### config.mk
export PLATFORM = sky130hd
export DESIGN_NAME = float_add_convert_unit_flat
export DESIGN_NICKNAME = d
export VERILOG_FILES = /design/src/hw/rtl/fadd_pkg.sv /design/src/hw/rtl/fadd_if.sv /design/src/hw/rtl/fadd_unpack.sv /design/src/hw/rtl/fadd_align.sv /design/src/hw/rtl/fadd_norm.sv /design/src/hw/rtl/float_add_convert_unit.sv /design/src/flat_wrapper.sv
export SDC_FILE = /design/constraint.sdc
export NUM_CORES = 1
export LEC_CHECK = 0
export ABC_CLOCK_PERIOD_IN_PS = 8600
export BUFFER_PORTS_ARGS = -buffer_cell sky130_fd_sc_hd__buf_2
export CAP_MARGIN = 20
export CORE_MARGIN = 5
export CORE_UTILIZATION = 50
export CTS_BUF_LIST = sky130_fd_sc_hd__clkbuf_8
export CTS_CLUSTER_SIZE = 14
export DETAILED_ROUTE_END_ITERATION = 16
export GPL_TIMING_DRIVEN = 0
export PLACE_DENSITY = 0.78
export SYNTH_ARGS = -nofsm -noshare
export SYNTH_HDL_FRONTEND = slang
export SYNTH_SLANG_ARGS = --single-unit
export TNS_END_PERCENT = 30
### constraint.sdc
create_clock -name clk -period 8.6 [get_ports clk]
set_input_delay 1.29 -clock clk [delete_from_list [all_inputs] [get_ports clk]]
set_output_delay 1.29 -clock clk [all_outputs]
set_load 0.01 [all_outputs]
### src/hw/rtl/fadd_pkg.sv
// ----------------------------------------------------------------------------
// fadd_pkg
// Shared types and constants of the float add / convert pipeline.
// ----------------------------------------------------------------------------
package fadd_pkg;

	// request codes
	localparam logic [1:0] REQ_ADD   = 2'd0;
	localparam logic [1:0] REQ_FLOOR = 2'd1;
	localparam logic [1:0] REQ_CONV  = 2'd2;

	// 2^23 as a float word, the implicit second operand of floor and convert
	localparam logic [31:0] TWO_POW_23_WORD = 32'h4B00_0000;
	// exponent given to an integer operand
	localparam logic [7:0]  CONV_EXP        = 8'd150;
	// largest alignment shift
	localparam logic [4:0]  SHIFT_CAP       = 5'd31;
	// shift that moves the rounding bit into the hidden-bit place
	localparam logic [4:0]  ZERO_NORM_SHIFT = 5'd24;

	// input beat
	typedef struct packed {
		logic [1:0]  req_type;
		logic [31:0] operand_a;
		logic [31:0] operand_b;
	} req_t;

	// unpacked operands after stage one
	typedef struct packed {
		logic               flr;
		logic               conv;
		logic               xn;
		logic               yn;
		logic [31:0]        x;
		logic [31:0]        y;
		logic               xs;
		logic               ys;
		logic signed [25:0] x0;
		logic signed [25:0] y0;
		logic               shift_x;
		logic [4:0]         sh;
		logic [7:0]         e0;
	} unp_t;

	// aligned sum after stage two
	typedef struct packed {
		logic        flr;
		logic        conv;
		logic        xn;
		logic        yn;
		logic [31:0] x;
		logic [31:0] y;
		logic [26:0] sum;
		logic [26:0] mag;
		logic [7:0]  e0;
	} sum_t;

endpackage

### src/hw/rtl/fadd_if.sv
// ----------------------------------------------------------------------------
// fadd_if
// Valid/ready channels for request and result beats.
// ----------------------------------------------------------------------------
interface fadd_req_if;
	logic        valid;
	logic        ready;
	logic [1:0]  req_type;
	logic [31:0] operand_a;
	logic [31:0] operand_b;

	modport source (output valid, output req_type, output operand_a, output operand_b,
		input ready);
	modport sink (input valid, input req_type, input operand_a, input operand_b,
		output ready);
endinterface

interface fadd_rsp_if;
	logic        valid;
	logic        ready;
	logic [31:0] result_word;

	modport source (output valid, output result_word, input ready);
	modport sink (input valid, input result_word, output ready);
endinterface

### src/hw/rtl/fadd_unpack.sv
// ----------------------------------------------------------------------------
// fadd_unpack
// Stage one: operand unpacking, signed mantissas and exponent compare.
// ----------------------------------------------------------------------------
module fadd_unpack (
	input  logic          clk,
	input  logic          arst_n,
	input  logic          en,
	input  logic          in_valid,
	input  fadd_pkg::req_t in_data,
	output logic          valid_s1,
	output fadd_pkg::unp_t data_s1
);
	import fadd_pkg::*;

	logic        conv, flr;
	logic [31:0] y;
	logic [24:0] xm, ym;
	logic [7:0]  xe, ye;
	logic [8:0]  diff;
	unp_t        nxt;

	always_comb begin
		conv = (in_data.req_type == REQ_CONV);
		flr  = (in_data.req_type == REQ_FLOOR);
		y    = (conv || flr) ? TWO_POW_23_WORD : in_data.operand_b;

		// first operand: float or signed 24-bit integer
		xm = {1'b1, in_data.operand_a[22:0], 1'b0};
		if (conv) begin
			xe     = CONV_EXP;
			nxt.x0 = {in_data.operand_a[23], in_data.operand_a[23:0], 1'b0};
		end else begin
			xe     = in_data.operand_a[30:23];
			nxt.x0 = in_data.operand_a[31] ? -$signed({1'b0, xm}) : $signed({1'b0, xm});
		end

		// second operand, hidden bit except for floor and convert
		ye     = y[30:23];
		ym     = {~(conv || flr), y[22:0], 1'b0};
		nxt.y0 = y[31] ? -$signed({1'b0, ym}) : $signed({1'b0, ym});

		// exponent compare and capped shift
		nxt.shift_x = (ye > xe);
		diff        = nxt.shift_x ? ({1'b0, ye} - {1'b0, xe}) : ({1'b0, xe} - {1'b0, ye});
		nxt.sh      = (diff > {4'd0, SHIFT_CAP}) ? SHIFT_CAP : diff[4:0];
		nxt.e0      = nxt.shift_x ? ye : xe;

		nxt.flr  = flr;
		nxt.conv = conv;
		nxt.xn   = (in_data.operand_a[30:0] == 31'd0);
		nxt.yn   = (y[30:0] == 31'd0);
		nxt.x    = in_data.operand_a;
		nxt.y    = y;
		nxt.xs   = in_data.operand_a[31];
		nxt.ys   = y[31];
	end

	// stage register
	always_ff @(posedge clk or negedge arst_n) begin
		if (!arst_n) begin
			valid_s1 <= 1'b0;
		end else if (en) begin
			valid_s1 <= in_valid;
		end
	end

	always_ff @(posedge clk) begin
		if (en) begin
			data_s1 <= nxt;
		end
	end
endmodule

### src/hw/rtl/fadd_align.sv
// ----------------------------------------------------------------------------
// fadd_align
// Stage two: alignment shift, 27-bit sum and rounded magnitude.
// ----------------------------------------------------------------------------
module fadd_align (
	input  logic           clk,
	input  logic           arst_n,
	input  logic           en,
	input  logic           in_valid,
	input  fadd_pkg::unp_t in_data,
	output logic           valid_s2,
	output fadd_pkg::sum_t data_s2
);
	import fadd_pkg::*;

	logic signed [25:0] a3, b3;
	logic [26:0]        sum, mag;
	sum_t               nxt;

	always_comb begin
		// shift the operand with the smaller exponent
		a3 = in_data.shift_x ? (in_data.x0 >>> in_data.sh) : in_data.x0;
		b3 = in_data.shift_x ? in_data.y0 : (in_data.y0 >>> in_data.sh);

		sum = {in_data.xs, in_data.xs, a3[24:0]} + {in_data.ys, in_data.ys, b3[24:0]};
		mag = (sum[26] ? -sum : sum) + 27'd1;

		nxt.flr  = in_data.flr;
		nxt.conv = in_data.conv;
		nxt.xn   = in_data.xn;
		nxt.yn   = in_data.yn;
		nxt.x    = in_data.x;
		nxt.y    = in_data.y;
		nxt.sum  = sum;
		nxt.mag  = mag;
		nxt.e0   = in_data.e0;
	end

	// stage register
	always_ff @(posedge clk or negedge arst_n) begin
		if (!arst_n) begin
			valid_s2 <= 1'b0;
		end else if (en) begin
			valid_s2 <= in_valid;
		end
	end

	always_ff @(posedge clk) begin
		if (en) begin
			data_s2 <= nxt;
		end
	end
endmodule

### src/hw/rtl/fadd_norm.sv
// ----------------------------------------------------------------------------
// fadd_norm
// Stage three: leading-one search, normalize, pack and result select.
// ----------------------------------------------------------------------------
module fadd_norm (
	input  logic           clk,
	input  logic           arst_n,
	input  logic           en,
	input  logic           in_valid,
	input  fadd_pkg::sum_t in_data,
	output logic           valid_s3,
	output logic [31:0]    result_s3
);
	import fadd_pkg::*;

	logic [25:0] t3;
	logic [4:0]  lead;
	logic [4:0]  sh;
	logic [24:0] norm;
	logic [9:0]  e1;
	logic [31:0] res;

	always_comb begin
		t3 = in_data.mag[26:1];

		// highest set bit below the hidden-bit place
		lead = 5'd0;
		for (int i = 0; i < 24; i++) begin
			if (t3[i]) begin
				lead = 5'(i);
			end
		end
		sh   = t3[24] ? 5'd0 : (ZERO_NORM_SHIFT - lead);
		norm = t3[24:0] << sh;
		e1   = {2'd0, in_data.e0} + 10'd1 - {5'd0, sh};

		// result select, floor first
		priority if (in_data.flr) begin
			res = {{6{in_data.sum[26]}}, in_data.sum[26:1]};
		end else if (in_data.xn) begin
			res = (in_data.conv || in_data.yn) ? 32'd0 : in_data.y;
		end else if (in_data.yn) begin
			res = in_data.x;
		end else if (norm == 25'd0 || e1[8]) begin
			res = 32'd0;
		end else begin
			res = {in_data.sum[26], e1[7:0], norm[23:1]};
		end
	end

	// output register
	always_ff @(posedge clk or negedge arst_n) begin
		if (!arst_n) begin
			valid_s3 <= 1'b0;
		end else if (en) begin
			valid_s3 <= in_valid;
		end
	end

	always_ff @(posedge clk) begin
		if (en) begin
			result_s3 <= res;
		end
	end
endmodule

### src/hw/rtl/float_add_convert_unit.sv
// ----------------------------------------------------------------------------
// float_add_convert_unit
// Single-precision float add, float floor and integer-to-float convert.
// ----------------------------------------------------------------------------
// Three register stages (unpack, align and sum, normalize and pack) carry each
// request beat to a result beat, one beat per cycle while rsp.ready is high.
// Each stage holds its beat while the one after it is full and cannot drain,
// so a stalled result side fills the pipeline and drops req.ready only when
// all three stages hold a beat.
module float_add_convert_unit (
	input  logic       clk,
	input  logic       arst_n,
	fadd_req_if.sink   req,
	fadd_rsp_if.source rsp
);
	import fadd_pkg::*;

	req_t        req_data;
	unp_t        data_s1;
	sum_t        data_s2;
	logic        valid_s1, valid_s2, valid_s3;
	logic        en1, en2, en3;
	logic [31:0] result_s3;

	// stage enables, a stage loads when empty or when it drains
	assign en3 = !valid_s3 || rsp.ready;
	assign en2 = !valid_s2 || en3;
	assign en1 = !valid_s1 || en2;

	assign req.ready = en1;
	assign req_data  = '{req_type: req.req_type, operand_a: req.operand_a,
		operand_b: req.operand_b};

	fadd_unpack u_unpack (
		.clk      (clk),
		.arst_n   (arst_n),
		.en       (en1),
		.in_valid (req.valid),
		.in_data  (req_data),
		.valid_s1 (valid_s1),
		.data_s1  (data_s1)
	);

	fadd_align u_align (
		.clk      (clk),
		.arst_n   (arst_n),
		.en       (en2),
		.in_valid (valid_s1),
		.in_data  (data_s1),
		.valid_s2 (valid_s2),
		.data_s2  (data_s2)
	);

	fadd_norm u_norm (
		.clk       (clk),
		.arst_n    (arst_n),
		.en        (en3),
		.in_valid  (valid_s2),
		.in_data   (data_s2),
		.valid_s3  (valid_s3),
		.result_s3 (result_s3)
	);

	assign rsp.valid       = valid_s3;
	assign rsp.result_word = result_s3;
endmodule

### src/flat_wrapper.sv
// flat-port wrapper written by rule: the top's interface ports become plain ports
module float_add_convert_unit_flat import fadd_pkg::*;
  (clk, arst_n, req_valid, req_req_type, req_operand_a, req_operand_b, req_ready, rsp_valid, rsp_result_word, rsp_ready);
  fadd_req_if req_i ();
  fadd_rsp_if rsp_i ();
  input  logic clk;
  input  logic arst_n;
  input wire logic [$bits(req_i.valid)-1:0] req_valid;
  input wire logic [$bits(req_i.req_type)-1:0] req_req_type;
  input wire logic [$bits(req_i.operand_a)-1:0] req_operand_a;
  input wire logic [$bits(req_i.operand_b)-1:0] req_operand_b;
  output wire logic [$bits(req_i.ready)-1:0] req_ready;
  output wire logic [$bits(rsp_i.valid)-1:0] rsp_valid;
  output wire logic [$bits(rsp_i.result_word)-1:0] rsp_result_word;
  input wire logic [$bits(rsp_i.ready)-1:0] rsp_ready;
  assign req_i.valid = req_valid;
  assign req_i.req_type = req_req_type;
  assign req_i.operand_a = req_operand_a;
  assign req_i.operand_b = req_operand_b;
  assign req_ready = req_i.ready;
  assign rsp_valid = rsp_i.valid;
  assign rsp_result_word = rsp_i.result_word;
  assign rsp_i.ready = rsp_ready;
  float_add_convert_unit u_core (.clk(clk), .arst_n(arst_n), .req(req_i), .rsp(rsp_i));
endmodule
==> summary.md, run 1 <==
| Metric | Value |
|---|---|
| Status | completed |
| Slew Limit Fails | 0 |
| Synth Register Bits | 292 |
| EDFF count, synth | 289 |
| RSZ-0062 raised after global routing | no |
| Placer Congestion | 1.01 |
| Gr busiest metal | met2 |
| Clock Latency Late Sink | 0.60 ns |
| Fill count | 3420 |
| Leading cell type in the layout, fill and taps excluded | edfxtp_1 |
| Commonest non-fill, non-tap cells in the layout | edfxtp_1 (289), nand2_1 (211), a21oi_1 (146) |
| DP Wirelength | 53200 um |
| Sequential-to-total area share from yosys stat | 43.7% |
| Via count | 17600 |
| Post-synth top flop | edfxtp_1 |
| Layout Skew | 0.0388 ns |
| H-Tree Level Count | 2 |
| Share of cells above drive strength 1 | 13.6% |
| DR DRC count | 0 |
| Async SR Flop Fraction | 1.03% |
| Internal Power | 0.00413 W |
| GR met3 Demand/Resource | 5.33% |
| Routing usage on met1 | 41.5% |
| Syn. warnings | 0 |
| Power Density | 348 nW/um^2 |
| Worst hold path class | reg -> reg |
| Wire length per cell | 25.0 um |
| Max Cap Violations | 0 |
| PortBufs | 103 |
| Crit-path max FO | 10 |
| Vert. Die Dim | 210 um |
| CTS tree | built |
| Post-Syn Area | 20000 um^2 |
| Final setup viols | 0 |
| Row count | 73 |
| Vias in the first global route | 16400 |
| WHS | 0.394 ns |
| Yosys cell types | 87 |
| Via density | 6.42 |
| Post-CTS setup buffers | 0 |
| Final hold violations | 0 |
| Root Driver | clkbuf_8 |
| Final net count | 2308 |
| Initial drt markers | 2342 |
| Final wirelength | 68400 um |
| Die span in x | 210 um |
| Layout area overhead | 11.3% |
| Core footprint | 39700 um^2 |
| DIE AREA | 44200 um^2 |
| CTS buffer count | 45 |
| Clock Tree Buf Depth | 3 |
| Final min period | 8.07 ns |
| Worst EP arrival | 8.38 ns |
| WP data required | 8.91 ns |
| IR drop worst, VDD | 158 uV |
| Pin count of the biggest net entering global routing | 34 |
| Crit Path Class | reg -> reg |
| Starting Density | 50.4% |
| Syn_nets | 2142 |
| Syn_area_per_cell | 9.98 um^2 |
| Post-DRT Antenna Nets | 0 |
| DRT Pass-1 Iters | 8 |
| Final worst path period share | 93.9% |
| First-pass GRT wire length | 101000 um |
| IO Count | 104 |
| CP Capture Type | flip-flop |
| Tot GR Track Use | 29.7% |
| GR Util met2 | 46.5% |
| Worst-Margin Slew | 1.20 ns |
| Cell count after synthesis | 2007 |
| Sink Count | 292 |
| Post-layout util | 56.1% |
| Clock-pin slew on the worst setup and hold paths | 0.07 ns |
| Pleak | 8.59 nW |
| Clk pwr share | 13.9% |
| Switching power | 0.00363 W |
| Relative slew slack | 19.1% |
| Net Sw Frac | 46.8% |
| Flop pwr share | 30.1% |
| FMAX | 0.124 GHz |
| Initial antenna violation count | 7 |
| Combinational share of power | 56.0% |
| Crit start category | flip-flop |
| Grt ovf | 0 |
metrics by stage:
| step | setup TNS (ns) | std cells | power (W) | cell area [um^2] | setup WS, ns |
|---|---|---|---|---|---|
| 4_1_cts | 0 | 2728 | 0.00763 | 22300 | 0.536 |
| 2_1_floorplan | 0 | 2007 | 0.00518 | 20000 | 1.82 |
| 3_3_place_gp | -30.10 | 2635 | 0.00649 | 21200 | -0.807 |
| 5_1_grt | 0 | 2734 | 0.00815 | 22300 | 0.0135 |
| 6_report | 0 | 2735 | 0.00776 | 22300 | 0.529 |
| 3_5_place_dp | 0 | 2651 | 0.00653 | 21500 | 0.587 |
layout make-up:
cell class	count	area (um^2)	share of cell area, %
sequential	292	8750	39.2
clock inverter	32	195	0.875
clock buffer	45	619	2.78
antenna	7	17.5	0.0785
buffer	115	480	2.15
multi-input combinational	1502	10400	46.8
inverter	98	368	1.65
timing repair buffer	119	777	3.48
tap	525	657	2.94
flip-flops by register name, indices dropped and copies added (netlist names):
register	cells
u_core.u_norm.valid_s3	1
u_core.u_unpack.data_s1	130
u_core.u_unpack.valid_s1	1
u_core.u_norm.result_s3	32
u_core.u_align.data_s2	127
u_core.u_align.valid_s2	1
power by group through the flow:
stage	logic [W]	clock network [W]	registers (W)
finish	0.00435	0.00108	0.00233
global placement	0.00412	0	0.00237
floorplan	0.00292	0	0.00225
detailed placement	0.00418	0	0.00235
CTS	0.00421	0.00110	0.00232
global route	0.00462	0.00117	0.00236
critical path, cell delays in order (launching register included):
cell	delay (ns)
edfxtp_1	0.39
clkbuf_1	0.51
clkbuf_2	0.42
clkbuf_1	0.51
mux2i_1	0.36
a21oi_1	0.15
o21ai_0	0.26
nor2_1	0.07
a211oi_1	0.26
a211oi_1	0.13
ha_1	0.30
fa_1	0.45
xnor2_1	0.63
inv_1	0.32
nor3_1	0.22
o221ai_1	0.21
nor3_1	0.54
a311oi_1	0.22
nor4_1	0.31
mux2i_1	0.21
nor4_1	0.61
and2_1	0.32
nor3b_1	0.28
xnor2_1	0.09
kinds of logic after synthesis:
logic type | count (synthesis) | synth area share (%)
buf+inv | 213 | 4.22
xor+xnor | 109 | 4.80
simple gates | 610 | 14.7
flops | 292 | 43.7
fa+ha+maj | 65 | 4.21
compound gates | 559 | 18.2
mux | 159 | 10.1
worst paths after layout:
check / startpoint / end / slack (ns) / cells after the start
worst max-delay path: u_core.u_unpack.data_s1[8] / u_core.u_align.data_s2[32] / 0.53 / 23
worst min-delay path: u_core.u_unpack.data_s1[83] / u_core.u_align.data_s2[77] / 0.39 / 0
worst max register to register: u_core.u_unpack.data_s1[8] / u_core.u_align.data_s2[32] / 0.53 / 23
worst min register to register: u_core.u_unpack.data_s1[83] / u_core.u_align.data_s2[77] / 0.39 / 0
max in group asynchronous: arst_n / u_core.u_align.valid_s2 / 7.99 / 1
min in group asynchronous: arst_n / u_core.u_unpack.valid_s1 / 0.51 / 1
cell usage after synthesis (26+ instances only):
library cell	count	area [um^2]
mux2i_1	88	881
and2_1	48	300
nand2_1	211	792
nand3_1	45	225
mux4_2	31	698
o21ai_0	132	661
xor2_1	26	228
a211oi_1	41	308
edfxtp_1	289	8680
nor3_1	30	150
nand2b_1	28	175
nor2_1	132	495
xnor2_1	82	718
mux2_2	38	428
inv_1	92	345
clkbuf_1	94	353
a21oi_1	146	731
ha_1	61	763
timing repair:
item | 4_1_cts | 5_1_grt
resized for setup | 0 | 5
hold endpoints to repair | 0 | 0
hold buffers | 0 | 0
setup endpoints to repair | 0 | 7
routing by layer:
metal  wire (um)  vias up  part of all wire, %
met5          20        -                0.029
met4        3170        2                  4.6
met3        6870      191                   10
met2       30700     1108                   45
met1       27600     8417                   40
li1            -     7852                    -
(Power assumes the default switching activity.)
==> run 2: changes to the inputs <==
--- a/config.mk
+++ b/config.mk
@@ -6,7 +6,7 @@
 export NUM_CORES = 1
 export LEC_CHECK = 0
 export ABC_CLOCK_PERIOD_IN_PS = 8600
-export BUFFER_PORTS_ARGS = -buffer_cell sky130_fd_sc_hd__buf_2
+export BUFFER_PORTS_ARGS = -buffer_cell sky130_fd_sc_hd__buf_4
 export CAP_MARGIN = 20
 export CORE_MARGIN = 5
 export CORE_UTILIZATION = 50
@@ -15,6 +15,7 @@
 export DETAILED_ROUTE_END_ITERATION = 16
 export GPL_TIMING_DRIVEN = 0
 export PLACE_DENSITY = 0.78
+export REMOVE_ABC_BUFFERS = 1
 export SYNTH_ARGS = -nofsm -noshare
 export SYNTH_HDL_FRONTEND = slang
 export SYNTH_SLANG_ARGS = --single-unit
==> summary.md, run 2 (synthesized netlist as in run 1, its figures left out) <==
| Metric | Value |
|---|---|
| Status | completed |
| Commonest non-fill, non-tap cells in the layout | edfxtp_1 (289), nand2_1 (211), a21oi_1 (146) |
| Via density | 6.34 |
| Root Driver | clkbuf_8 |
| IR drop worst, VDD | 163 uV |
| Placed cells | 2553 |
| Initial antenna violation count | 1 |
| Layout Skew | 0.0270 ns |
| Final worst path period share | 85.6% |
| First-pass GRT wire length | 93700 um |
| Cts hold-fix bufs | 0 |
| Largest regs | u_core.u_unpack.data_s1 (130), u_core.u_align.data_s2 (127), u_core.u_norm.result_s3 (32) |
| Pleak | 8.73 nW |
| Final Cell Area | 22500 um^2 |
| WP data required | 8.94 ns |
| Clock Latency Late Sink | 0.60 ns |
| Largest register by flop count | u_core.u_unpack.data_s1 |
| Placer Congestion | 0.960 |
| Final setup viols | 0 |
| Final min period | 7.36 ns |
| FMAX | 0.136 GHz |
| Wire length per cell | 23.0 um |
| Worst path cell trace | buf_16 -> buf_16 -> mux4_2 -> nand2_1 -> and3_1 -> a21oi_1 -> o211a_1 -> ha_1 -> fa_1 -> a211oi_1 -> o21ai_0 -> o2111a_1 -> o21ai_1 -> o31a_1 -> o21ai_1 -> buf_4 -> inv_2 -> mux2_2 -> ha_1 -> inv_1 -> nor4_1 -> and2_1 -> nor3b_1 -> xnor2_1 |
| DR DRC count | 0 |
| Vias in the first global route | 15800 |
| Layout area overhead | 12.4% |
| Pin count of the biggest net entering global routing | 43 |
| H-Tree Level Count | 2 |
| Post-CTS setup buffers | 0 |
| Max incr delay on CP | 0.80 ns |
| Non-filler instance count after layout | 2635 |
| Final hold violations | 0 |
| Clock-pin slew on the worst setup and hold paths | 0.07 ns |
| Crit-path max FO | 25 |
| Sink Count | 292 |
| Grt ovf | 0 |
| Worst hold path class | reg -> reg |
| Cell Area, Placed | 21700 um^2 |
| Starting Density | 50.4% |
| DP Wirelength | 46900 um |
| Worst EP arrival | 7.70 ns |
| Row count | 73 |
| Worst-Margin Slew | 1.06 ns |
| CP Capture Type | flip-flop |
| Core footprint | 39700 um^2 |
| Initial drt markers | 1899 |
| RSZ-0062 raised after global routing | no |
| Tot GR Track Use | 26.8% |
| Max Cap Violations | 0 |
| Max reg flops | 130 |
| Share of cells above drive strength 1 | 14.2% |
| Clock Tree Buf Depth | 3 |
| Crit start category | flip-flop |
| Fill count | 3342 |
| Slew Limit Fails | 0 |
| CTS buffer count | 46 |
| PortBufs | 103 |
| Crit Path Class | reg -> reg |
| Vert. Die Dim | 210 um |
| Final net count | 2212 |
| Via count | 16700 |
| DIE AREA | 44200 um^2 |
| Worst path slowest cell | edfxtp_1 |
| CTS tree | built |
| Power Density | 337 nW/um^2 |
| DRT Pass-1 Iters | 5 |
| Resize count post-CTS | 0 |
| IO Count | 104 |
| Relative slew slack | 29.4% |
| Leading cell type in the layout, fill and taps excluded | edfxtp_1 |
| Final wirelength | 60700 um |
| Post-DRT Antenna Nets | 0 |
| Die span in x | 210 um |
[run 2: cell types whose count changed in the layout (fill, tap and decap cells not counted), sizes merged]
cell,before,now
diode,7,1
clkbuf,139,46
clkinvlp,5,3
inv,107,113
clkinv,17,15
buf,140,137
[run 2: final cells by class]
type / count / area (um^2) / share of cell area, %
diodes: 1 / 2.50 / 0.0111
clock buffers: 46 / 633 / 2.81
clock inverters: 34 / 198 / 0.878
inverters: 98 / 368 / 1.63
multi-input cells: 1502 / 10400 / 46.4
flip-flops and latches: 292 / 8750 / 38.9
well taps: 525 / 657 / 2.92
repair buffers: 137 / 1460 / 6.49
[run 2: where the power goes]
group	total, W	switching, W	internal (W)
combinational	0.00411	0.00252	0.00159
sequential	0.00240	0.000348	0.00205
clock	0.00109	0.000554	0.000535
[run 2: per-stage QoR]
stage / hold WS (ns) / utilization (%) / power, W / worst slack [ns] / setup TNS (ns)
detailed placement: 0.405 / 54.6 / 0.00642 / 0.872 / 0
global placement: 0.401 / 52.8 / 0.00632 / -0.807 / -17.54
global route: 0.422 / 56.7 / 0.00803 / 0.748 / 0
finish: 0.416 / 56.7 / 0.00760 / 1.24 / 0
floorplan: 0.400 / - / 0.00510 / 1.12 / 0
CTS: 0.419 / 56.7 / 0.00752 / 0.806 / 0
[run 2: worst max-delay path, delay by kind of cell (launching register included)]
| family | cells | cell delay (ns) |
|---|---|---|
| AOI/OAI and AO/OA | 8 | 1.82 |
| muxes | 2 | 0.82 |
| DFF | 1 | 0.80 |
| xor gates and xnor gates | 1 | 0.10 |
| buffers and inverters | 5 | 1.09 |
| and+or+nand+nor | 5 | 1.48 |
| adders and majority gates | 3 | 0.96 |
[run 2: worst paths after layout]
kind	slack [ns]	end	cells after the start	start
setup / recovery	1.24	u_core.u_align.data_s2[32]	24	u_core.u_unpack.data_s1[8]
hold / removal	0.42	u_core.u_align.data_s2[85]	0	u_core.u_unpack.data_s1[91]
setup reg to reg	1.24	u_core.u_align.data_s2[32]	24	u_core.u_unpack.data_s1[8]
hold reg to reg	0.42	u_core.u_align.data_s2[85]	0	u_core.u_unpack.data_s1[91]
max in group asynchronous	8.04	u_core.u_align.valid_s2	1	arst_n
min in group asynchronous	0.47	u_core.u_norm.valid_s3	1	arst_n
[run 2: layer usage]
layer	GRT usage (%)	up-vias	part of all wire, %
met4	8.84	0	3.6
li1	-	7664	-
met1	38.0	8023	41
met2	42.2	883	46
met3	4.55	133	9.5
met5	0	-	0
